## src/hdl/mfog_pkg.sv

```systemverilog
// ---------------------------------------------------------------------------
// mfog_pkg
// Shared types, widths and codes of the matrix fill order generator.
// ---------------------------------------------------------------------------
`default_nettype none

package mfog_pkg;

    localparam int MAX_SIZE  = 64;
    localparam int IDX_W     = 6;   // row / column index
    localparam int SIZE_W    = 7;   // side length register
    localparam int DIAG_W    = 7;   // anti-diagonal number, up to 2n-1
    localparam int COUNT_W   = 13;  // fill number, up to n*n
    localparam int MODE_W    = 2;
    localparam int CFG_IDX_W = 8;
    localparam int CFG_DAT_W = 7;

    localparam logic [MODE_W-1:0] MODE_COLUMN = 2'd0;
    localparam logic [MODE_W-1:0] MODE_SNAKE  = 2'd1;
    localparam logic [MODE_W-1:0] MODE_DIAG   = 2'd2;
    localparam logic [MODE_W-1:0] MODE_SPIRAL = 2'd3;

    localparam logic [CFG_IDX_W-1:0] REG_FILL_MODE   = 8'd0;
    localparam logic [CFG_IDX_W-1:0] REG_MATRIX_SIZE = 8'd1;

    localparam logic [MODE_W-1:0]  RESET_MODE = MODE_COLUMN;
    localparam logic [SIZE_W-1:0]  RESET_SIZE = 7'd4;

    typedef enum logic [1:0] {
        DIR_DOWN  = 2'd0,
        DIR_RIGHT = 2'd1,
        DIR_UP    = 2'd2,
        DIR_LEFT  = 2'd3
    } dir_t;

    typedef struct packed {
        logic [IDX_W-1:0]   row;
        logic [IDX_W-1:0]   col;
        logic [COUNT_W-1:0] count;
        dir_t               dir;
        logic [DIAG_W-1:0]  diag;
        logic [IDX_W-1:0]   top;
        logic [IDX_W-1:0]   bottom;
        logic [IDX_W-1:0]   left;
        logic [IDX_W-1:0]   right;
    } walk_t;

    // Clamp the programmed size into 1..MAX_SIZE.
    function automatic logic [SIZE_W-1:0] side(input logic [SIZE_W-1:0] size);
        logic [SIZE_W-1:0] n;
        n = size;
        if (n == '0) begin
            n = SIZE_W'(1);
        end else if (n > SIZE_W'(MAX_SIZE)) begin
            n = SIZE_W'(MAX_SIZE);
        end
        return n;
    endfunction

endpackage

`default_nettype wire

```

## src/hdl/matrix_fill_order_generator_core.sv

```systemverilog
// ---------------------------------------------------------------------------
// matrix_fill_order_generator_core
// Cell order generator for filling an n by n matrix in one of four orders.
// ---------------------------------------------------------------------------
// Usage:
//   Each word on the s_ channel (s_tdata bit 0 = restart) asks for one cell.
//   restart = 1 returns the first cell of the order, 0 advances one cell;
//   after the final cell the order wraps to the first cell again.
//   Each request gives one word on the m_ channel: row, column and running
//   fill number in m_tdata, m_tlast set on the final cell (fill number n*n).
//   The cfg channel writes fill_mode (index 0) and matrix_size (index 1);
//   any write restarts the order, other indexes are ignored. cfg_ready is
//   high only while no request is in flight.
// Timing:
//   A request passes through the input register, then the next-cell compares
//   write into the state/result register, which drives the result. One cell
//   per clock sustained while m_tready is high; while m_tready is low the
//   result holds, the input register takes one more word and then s_tready drops.
// Reset:
//   aresetn low clears both stages, sets fill_mode to 0 and matrix_size to
//   4; the first request after reset gives the first cell.
// ---------------------------------------------------------------------------
`default_nettype none

module matrix_fill_order_generator_core
    import mfog_pkg::*;
(
    input  wire logic                 aclk,
    input  wire logic                 aresetn,

    input  wire logic                 s_tvalid,
    output logic                      s_tready,
    input  wire logic [7:0]           s_tdata,     // [0] restart, [7:1] zero

    output logic                      m_tvalid,
    input  wire logic                 m_tready,
    output logic [31:0]               m_tdata,     // [5:0] row, [11:6] col,
                                                   // [24:12] fill_value, [31:25] zero
    output logic                      m_tlast,     // last

    input  wire logic                 cfg_valid,
    output logic                      cfg_ready,
    input  wire logic [CFG_IDX_W-1:0] cfg_index,
    input  wire logic [CFG_DAT_W-1:0] cfg_data
);

    logic [MODE_W-1:0]  fill_mode_reg;
    logic [SIZE_W-1:0]  matrix_size_reg;
    logic               in_valid_reg;
    logic               in_restart_reg;
    logic               out_valid_reg;
    logic               last_reg;
    walk_t              walk_reg;
    walk_t              walk_next;
    logic               last_next;
    logic [SIZE_W-1:0]  n;
    logic [COUNT_W-1:0] total;
    logic               advance;
    logic               fire;
    logic               s_accept;
    logic               cfg_accept;

    assign n     = side(matrix_size_reg);
    assign total = COUNT_W'(n) * COUNT_W'(n);

    assign advance    = !out_valid_reg || m_tready;
    assign fire       = in_valid_reg && advance;
    assign s_tready   = !in_valid_reg || advance;
    assign s_accept   = s_tvalid && s_tready;
    assign cfg_ready  = !in_valid_reg && !out_valid_reg;
    assign cfg_accept = cfg_valid && cfg_ready;

    mfog_step u_step (
        .cur     (walk_reg),
        .mode    (fill_mode_reg),
        .n       (n),
        .total   (total),
        .restart (in_restart_reg),
        .nxt     (walk_next),
        .last    (last_next)
    );

    always_ff @(posedge aclk) begin
        if (!aresetn) begin
            fill_mode_reg   <= RESET_MODE;
            matrix_size_reg <= RESET_SIZE;
            in_valid_reg    <= 1'b0;
            out_valid_reg   <= 1'b0;
            walk_reg.count  <= '0;
        end else begin
            if (s_accept) begin
                in_valid_reg <= 1'b1;
            end else if (fire) begin
                in_valid_reg <= 1'b0;
            end

            if (fire) begin
                out_valid_reg <= 1'b1;
                walk_reg      <= walk_next;
            end else if (m_tready) begin
                out_valid_reg <= 1'b0;
            end

            if (cfg_accept) begin
                case (cfg_index)
                    REG_FILL_MODE: begin
                        fill_mode_reg  <= cfg_data[MODE_W-1:0];
                        walk_reg.count <= '0;
                    end
                    REG_MATRIX_SIZE: begin
                        matrix_size_reg <= cfg_data;
                        walk_reg.count  <= '0;
                    end
                    default: begin
                    end
                endcase
            end
        end
    end

    // payload registers
    always_ff @(posedge aclk) begin
        if (s_accept) begin
            in_restart_reg <= s_tdata[0];
        end
        if (fire) begin
            last_reg <= last_next;
        end
    end

    assign m_tvalid = out_valid_reg;
    assign m_tdata  = {7'd0, walk_reg.count, walk_reg.col, walk_reg.row};
    assign m_tlast  = last_reg;

    // A waiting request moves into an empty result register.
    assert property (@(posedge aclk) disable iff (!aresetn)
        in_valid_reg && !out_valid_reg |=> out_valid_reg)
        else $error("request did not advance into empty result stage");

    // The final-cell mark goes with fill number n*n and nothing else.
    assert property (@(posedge aclk) disable iff (!aresetn)
        out_valid_reg |-> (last_reg == (walk_reg.count == total)))
        else $error("last mark disagrees with fill number");

    // A delivered cell lies inside the matrix and has a fill number in range.
    assert property (@(posedge aclk) disable iff (!aresetn)
        out_valid_reg |-> ({1'b0, walk_reg.row} < n) && ({1'b0, walk_reg.col} < n)
                          && (walk_reg.count != '0) && (walk_reg.count <= total))
        else $error("cell outside matrix or fill number out of range");

endmodule

`default_nettype wire

```

## src/hdl/mfog_step.sv

```systemverilog
// ---------------------------------------------------------------------------
// mfog_step
// Next-cell logic: from the current walk state, mode and size, form the
// state of the next cell in the fill order.
// ---------------------------------------------------------------------------
`default_nettype none

module mfog_step
    import mfog_pkg::*;
(
    input  var walk_t              cur,
    input  wire logic [MODE_W-1:0] mode,
    input  wire logic [SIZE_W-1:0] n,
    input  wire logic [COUNT_W-1:0] total,
    input  wire logic              restart,
    output var walk_t              nxt,
    output logic                   last
);

    logic [SIZE_W-1:0] row_inc;
    logic [SIZE_W-1:0] col_inc;
    logic [DIAG_W-1:0] diag_inc;
    logic [IDX_W-1:0]  n_m1;
    logic              row_lt;
    logic              col_lt;
    logic              first;

    assign row_inc  = {1'b0, cur.row} + SIZE_W'(1);
    assign col_inc  = {1'b0, cur.col} + SIZE_W'(1);
    assign diag_inc = cur.diag + DIAG_W'(1);
    assign n_m1     = IDX_W'(n - SIZE_W'(1));
    assign row_lt   = row_inc < n;
    assign col_lt   = col_inc < n;
    assign first    = restart || (cur.count == '0) || (cur.count >= total);

    always_comb begin
        nxt = cur;
        if (first) begin
            nxt.row    = (mode == MODE_DIAG) ? n_m1 : '0;
            nxt.col    = '0;
            nxt.count  = COUNT_W'(1);
            nxt.dir    = DIR_DOWN;
            nxt.diag   = DIAG_W'(1);
            nxt.top    = '0;
            nxt.bottom = n_m1;
            nxt.left   = '0;
            nxt.right  = n_m1;
        end else begin
            nxt.count = cur.count + COUNT_W'(1);
            case (mode)
                MODE_COLUMN: begin
                    if (row_lt) begin
                        nxt.row = cur.row + IDX_W'(1);
                    end else begin
                        nxt.row = '0;
                        nxt.col = cur.col + IDX_W'(1);
                    end
                end
                MODE_SNAKE: begin
                    if (cur.dir == DIR_DOWN && row_lt) begin
                        nxt.row = cur.row + IDX_W'(1);
                    end else if (cur.dir != DIR_DOWN && cur.row != '0) begin
                        nxt.row = cur.row - IDX_W'(1);
                    end else begin
                        nxt.col = cur.col + IDX_W'(1);
                        nxt.dir = (cur.dir == DIR_DOWN) ? DIR_UP : DIR_DOWN;
                    end
                end
                MODE_DIAG: begin
                    if (row_lt && col_lt) begin
                        nxt.row = cur.row + IDX_W'(1);
                        nxt.col = cur.col + IDX_W'(1);
                    end else begin
                        // open the next anti-diagonal on the left edge or the top edge
                        nxt.diag = diag_inc;
                        if (diag_inc < n) begin
                            nxt.row = IDX_W'(n - diag_inc);
                            nxt.col = '0;
                        end else begin
                            nxt.row = '0;
                            nxt.col = IDX_W'(diag_inc - n);
                        end
                    end
                end
                default: begin
                    case (cur.dir)
                        DIR_DOWN: begin
                            if (cur.row < cur.bottom) begin
                                nxt.row = cur.row + IDX_W'(1);
                            end else begin
                                nxt.left = cur.left + IDX_W'(1);
                                nxt.dir  = DIR_RIGHT;
                                nxt.col  = cur.col + IDX_W'(1);
                            end
                        end
                        DIR_RIGHT: begin
                            if (cur.col < cur.right) begin
                                nxt.col = cur.col + IDX_W'(1);
                            end else begin
                                nxt.bottom = cur.bottom - IDX_W'(1);
                                nxt.dir    = DIR_UP;
                                nxt.row    = cur.row - IDX_W'(1);
                            end
                        end
                        DIR_UP: begin
                            if (cur.row > cur.top) begin
                                nxt.row = cur.row - IDX_W'(1);
                            end else begin
                                nxt.right = cur.right - IDX_W'(1);
                                nxt.dir   = DIR_LEFT;
                                nxt.col   = cur.col - IDX_W'(1);
                            end
                        end
                        default: begin
                            if (cur.col > cur.left) begin
                                nxt.col = cur.col - IDX_W'(1);
                            end else begin
                                nxt.top = cur.top + IDX_W'(1);
                                nxt.dir = DIR_DOWN;
                                nxt.row = cur.row + IDX_W'(1);
                            end
                        end
                    endcase
                end
            endcase
        end
    end

    assign last = (nxt.count == total);

endmodule

`default_nettype wire

```

## config.mk

```make
export PLATFORM = sky130hd
export DESIGN_NAME = matrix_fill_order_generator_core
export DESIGN_NICKNAME = d
export VERILOG_FILES = /design/src/hdl/mfog_pkg.sv /design/src/hdl/matrix_fill_order_generator_core.sv /design/src/hdl/mfog_step.sv
export SDC_FILE = /design/constraint.sdc
export NUM_CORES = 1
export LEC_CHECK = 0
export ABC_AREA = 0
export CAP_MARGIN = 20
export CORE_MARGIN = 4
export CORE_UTILIZATION = 71
export DETAILED_ROUTE_END_ITERATION = 16
export DONT_BUFFER_PORTS = 1
export PLACE_DENSITY = 0.87
export SYNTH_ARGS = -nofsm -noshare
export SYNTH_HDL_FRONTEND = slang
export SYNTH_SLANG_ARGS = --single-unit
export TNS_END_PERCENT = 1
```

## constraint.sdc

```tcl
create_clock -name aclk -period 18.7 [get_ports aclk]
set_input_delay 2.805 -clock aclk [delete_from_list [all_inputs] [get_ports aclk]]
set_output_delay 2.805 -clock aclk [all_outputs]
set_load 0.01 [all_outputs]
```

==> impl_metrics.ini <==
[detailed_routing]
firstDrtPassIters = 6
totalWireLength_mm = 18.5
vias = 6565
routed_via_density = 6.48
drc_errors = 0
wl_per_cell_um = 18.3
drt_iter0_markers = 616
antenna_left = 0

[clock_network]
cts_resized = 0
postCtsSetupRepairBufs = 0
htree_levels = 3
cts_buffer_depth = 2
cts.clk_slew.worst_paths_ns = 0.08
numCtsBuffers = 9
clock-root-buffer = clkbuf_8
postCtsHoldBufs = 0
clock_latency_ns = 0.37
cts_num_sinks = 71
cts_tree = done

[final_layout]
final_layout_size_suffix_gt1_frac = 0.0410
largest_reg_flops = 33
synthToLayoutAreaGrowth_pct = 1.47
antenna_cells = 0
fin_nets = 1015
fill_cells = 783

[sta]
period_share = 0.478
setup_viol = 0
tightest_slew_ns = 1.03
fin_crit_ns = 8.93
whs_ns = 0.569
slew_headroom = 0.308
final-hold-violation-count = 0
slew_viol_final = 0
rsz0062_at_grt = no
clock_skew_ns = 0.0103
finalSetupTns_ns = 0
max_freq_mhz = 112

[hold_path]
whs_path_depth = 1
worstHoldEndpoint = m_tvalid$_SDFFE_PN0P_
worstHoldStart = in_valid_reg$_SDFFE_PN0P_
hold_path_class = flop to flop

[logic_synthesis]
yosys-top-cells-area = edfxtp_1, ha_1, xnor2_1
synth_area_um2 = 7650
synth_top_cell_area_share = 0.185
synthCells = 902
seq_area_frac_synth = 0.247
yosysTopAreaCell = edfxtp_1
synth_cell_type_count = 70
ys_warn_count = 0
synth-edff-count = 47
synth_seq_cells = 71
avgSynthCellArea_um2 = 8.48
async_reset_ff_frac = 0
synthTopCellsByCount = ha_1, inv_1, nor2_1
synth_most_common_cell = ha_1
yosys_most_used_dff = edfxtp_1

[status]
status = finished, final reports clean

[floorplanning]
dieArea_um2 = 12500
die_w_um = 112
die_h_um = 112
io-pin-count = 64
core_area_um2 = 10400
start_util = 0.734
row_count = 37

[setup_path]
required_ns = 18.69
cp-startpoint = matrix_size_reg[6]$_SDFFE_PN0P_
cpLargestDelayFamily = adder cells
critPathMaxFanout = 38
r2r_slack_ns = 9.77
cp_data_arrival_time_ns = 8.93
cp_slowest_cell = a311oi_1
cp_num_buf_inv = 9
worst_setup_path_start_kind = flop
crit_top_cell = inv_1
endpoint_kind = flop
critPathKind = flop to flop
cpPeakStageDelay_ns = 0.86
reg2regPathDepth = 28
rr_startpoint = matrix_size_reg[6]$_SDFFE_PN0P_
r2r_end = m_tdata[8]$_SDFFCE_PP0P_

[place]
dpl.hpwl_mm = 14.4
io_buffers = 0
gp_congestion = 1.00

[pwr]
p_switching_mw = 0.104
p_sw_frac = 0.285
pwr-share-comb = 0.158
leakage_nw = 3.30
power_frac_seq = 0.481
p_int_mw = 0.260
power.density_nw_per_um2 = 46.9
peakVddDrop_v = 0.0000347
clkPwrFrac = 0.361

[global_route]
antenna_found_initial = 0
grt_pass1_wl_mm = 31.3
grt_start_max_net_pins = 39
track_usage = 0.302
grt_pass1_vias = 6631
grt_overflow = 0

[run]
cap_violations = 0
[metal layers]
layer,up-vias,routed length (um),track usage
met5,-,0,0
met4,0,623,0.127
met3,53,1340,0.0413
met2,318,9420,0.535
met1,3115,7170,0.368
li1,3079,-,-
[cells in the final DEF, fill, tap and decap left out, drive strengths merged, types with 8 or more instances in the layout]
cell and count:
o21a 9, nand2 56, fa 17, xor2 18, inv 92, nor2 79, clkbuf 13, o21ai 44
nand4 9, nor2b 20, nand3 33, and2 12, mux2i 14, ha 98, a21o 10, nor3 19
dfxtp 24, a21oi 51, and3 14, xnor2 55, edfxtp 47, conb 14, nand2b 8
[cell families (layout without fill, tap and decap cells)]
group | Yosys count | count (layout) | synth area share
DFF | 71 | 71 | 0.247
xor gates and xnor gates | 73 | 73 | 0.0836
buffers and inverters | 150 | 113 | 0.0915
other | 2 | 14 | 0.000982
muxes | 17 | 17 | 0.0227
adders and majority gates | 115 | 115 | 0.205
AOI/OAI and AO/OA | 187 | 187 | 0.161
and+or+nand+nor | 287 | 287 | 0.188
[power groups by stage]
stage | Clock (mW) | Sequential (mW) | Combinational [mW]
3_3_place_gp | 0 | 0.178 | 0.0529
2_1_floorplan | 0 | 0.176 | 0.0472
5_1_grt | 0.140 | 0.176 | 0.0645
6_report | 0.132 | 0.175 | 0.0576
4_1_cts | 0.132 | 0.175 | 0.0565
3_5_place_dp | 0 | 0.179 | 0.0560
[per-stage QoR]
stage	instance area (um2)	cells	utilization	worst slack (ns)	power [mW]
4_1_cts	7760	1013	0.745	9.94	0.363
3_5_place_dp	7550	997	0.725	10.0	0.235
2_1_floorplan	7690	914	-	11.38	0.224
5_1_grt	7760	1013	0.745	9.28	0.380
6_report	7760	1013	0.745	9.77	0.364
3_3_place_gp	7550	997	0.725	10.20	0.231
[layout make-up]
type                            instances  area [um2]  area share
Clock buffer                           13         190      0.0245
Clock inverter                          3        20.0     0.00258
Inverter                               91         342      0.0440
Multi-Input combinational cell        693        5100       0.657
Sequential cell                        71        1890       0.244
Tap cell                              136         170      0.0219
Timing Repair Buffer                    6        45.0     0.00580
[how the worst max path moves through the flow]
stage,slack (ns),end,cells after the start
after floorplan,11.38,walk_reg[18]$_SDFFCE_PP0P_,28
after global placement,10.20,m_tdata[7]$_SDFFCE_PP0P_,29
after detailed placement,10.0,m_tdata[7]$_SDFFCE_PP0P_,28
after CTS,9.94,m_tdata[8]$_SDFFCE_PP0P_,28
after global routing,9.28,m_tdata[8]$_SDFFCE_PP0P_,28
final,9.77,m_tdata[8]$_SDFFCE_PP0P_,28
[worst reg2reg max path, delay by kind of cell, from the launching register on]
| family | cells | cell delay (ns) |
|---|---|---|
| adders and majority gates | 6 | 2.58 |
| and+or+nand+nor | 7 | 1.63 |
| buffers and inverters | 9 | 1.54 |
| DFF | 1 | 0.48 |
| AOI/OAI and AO/OA | 6 | 2.33 |
Power figures use the tool's default switching activity.
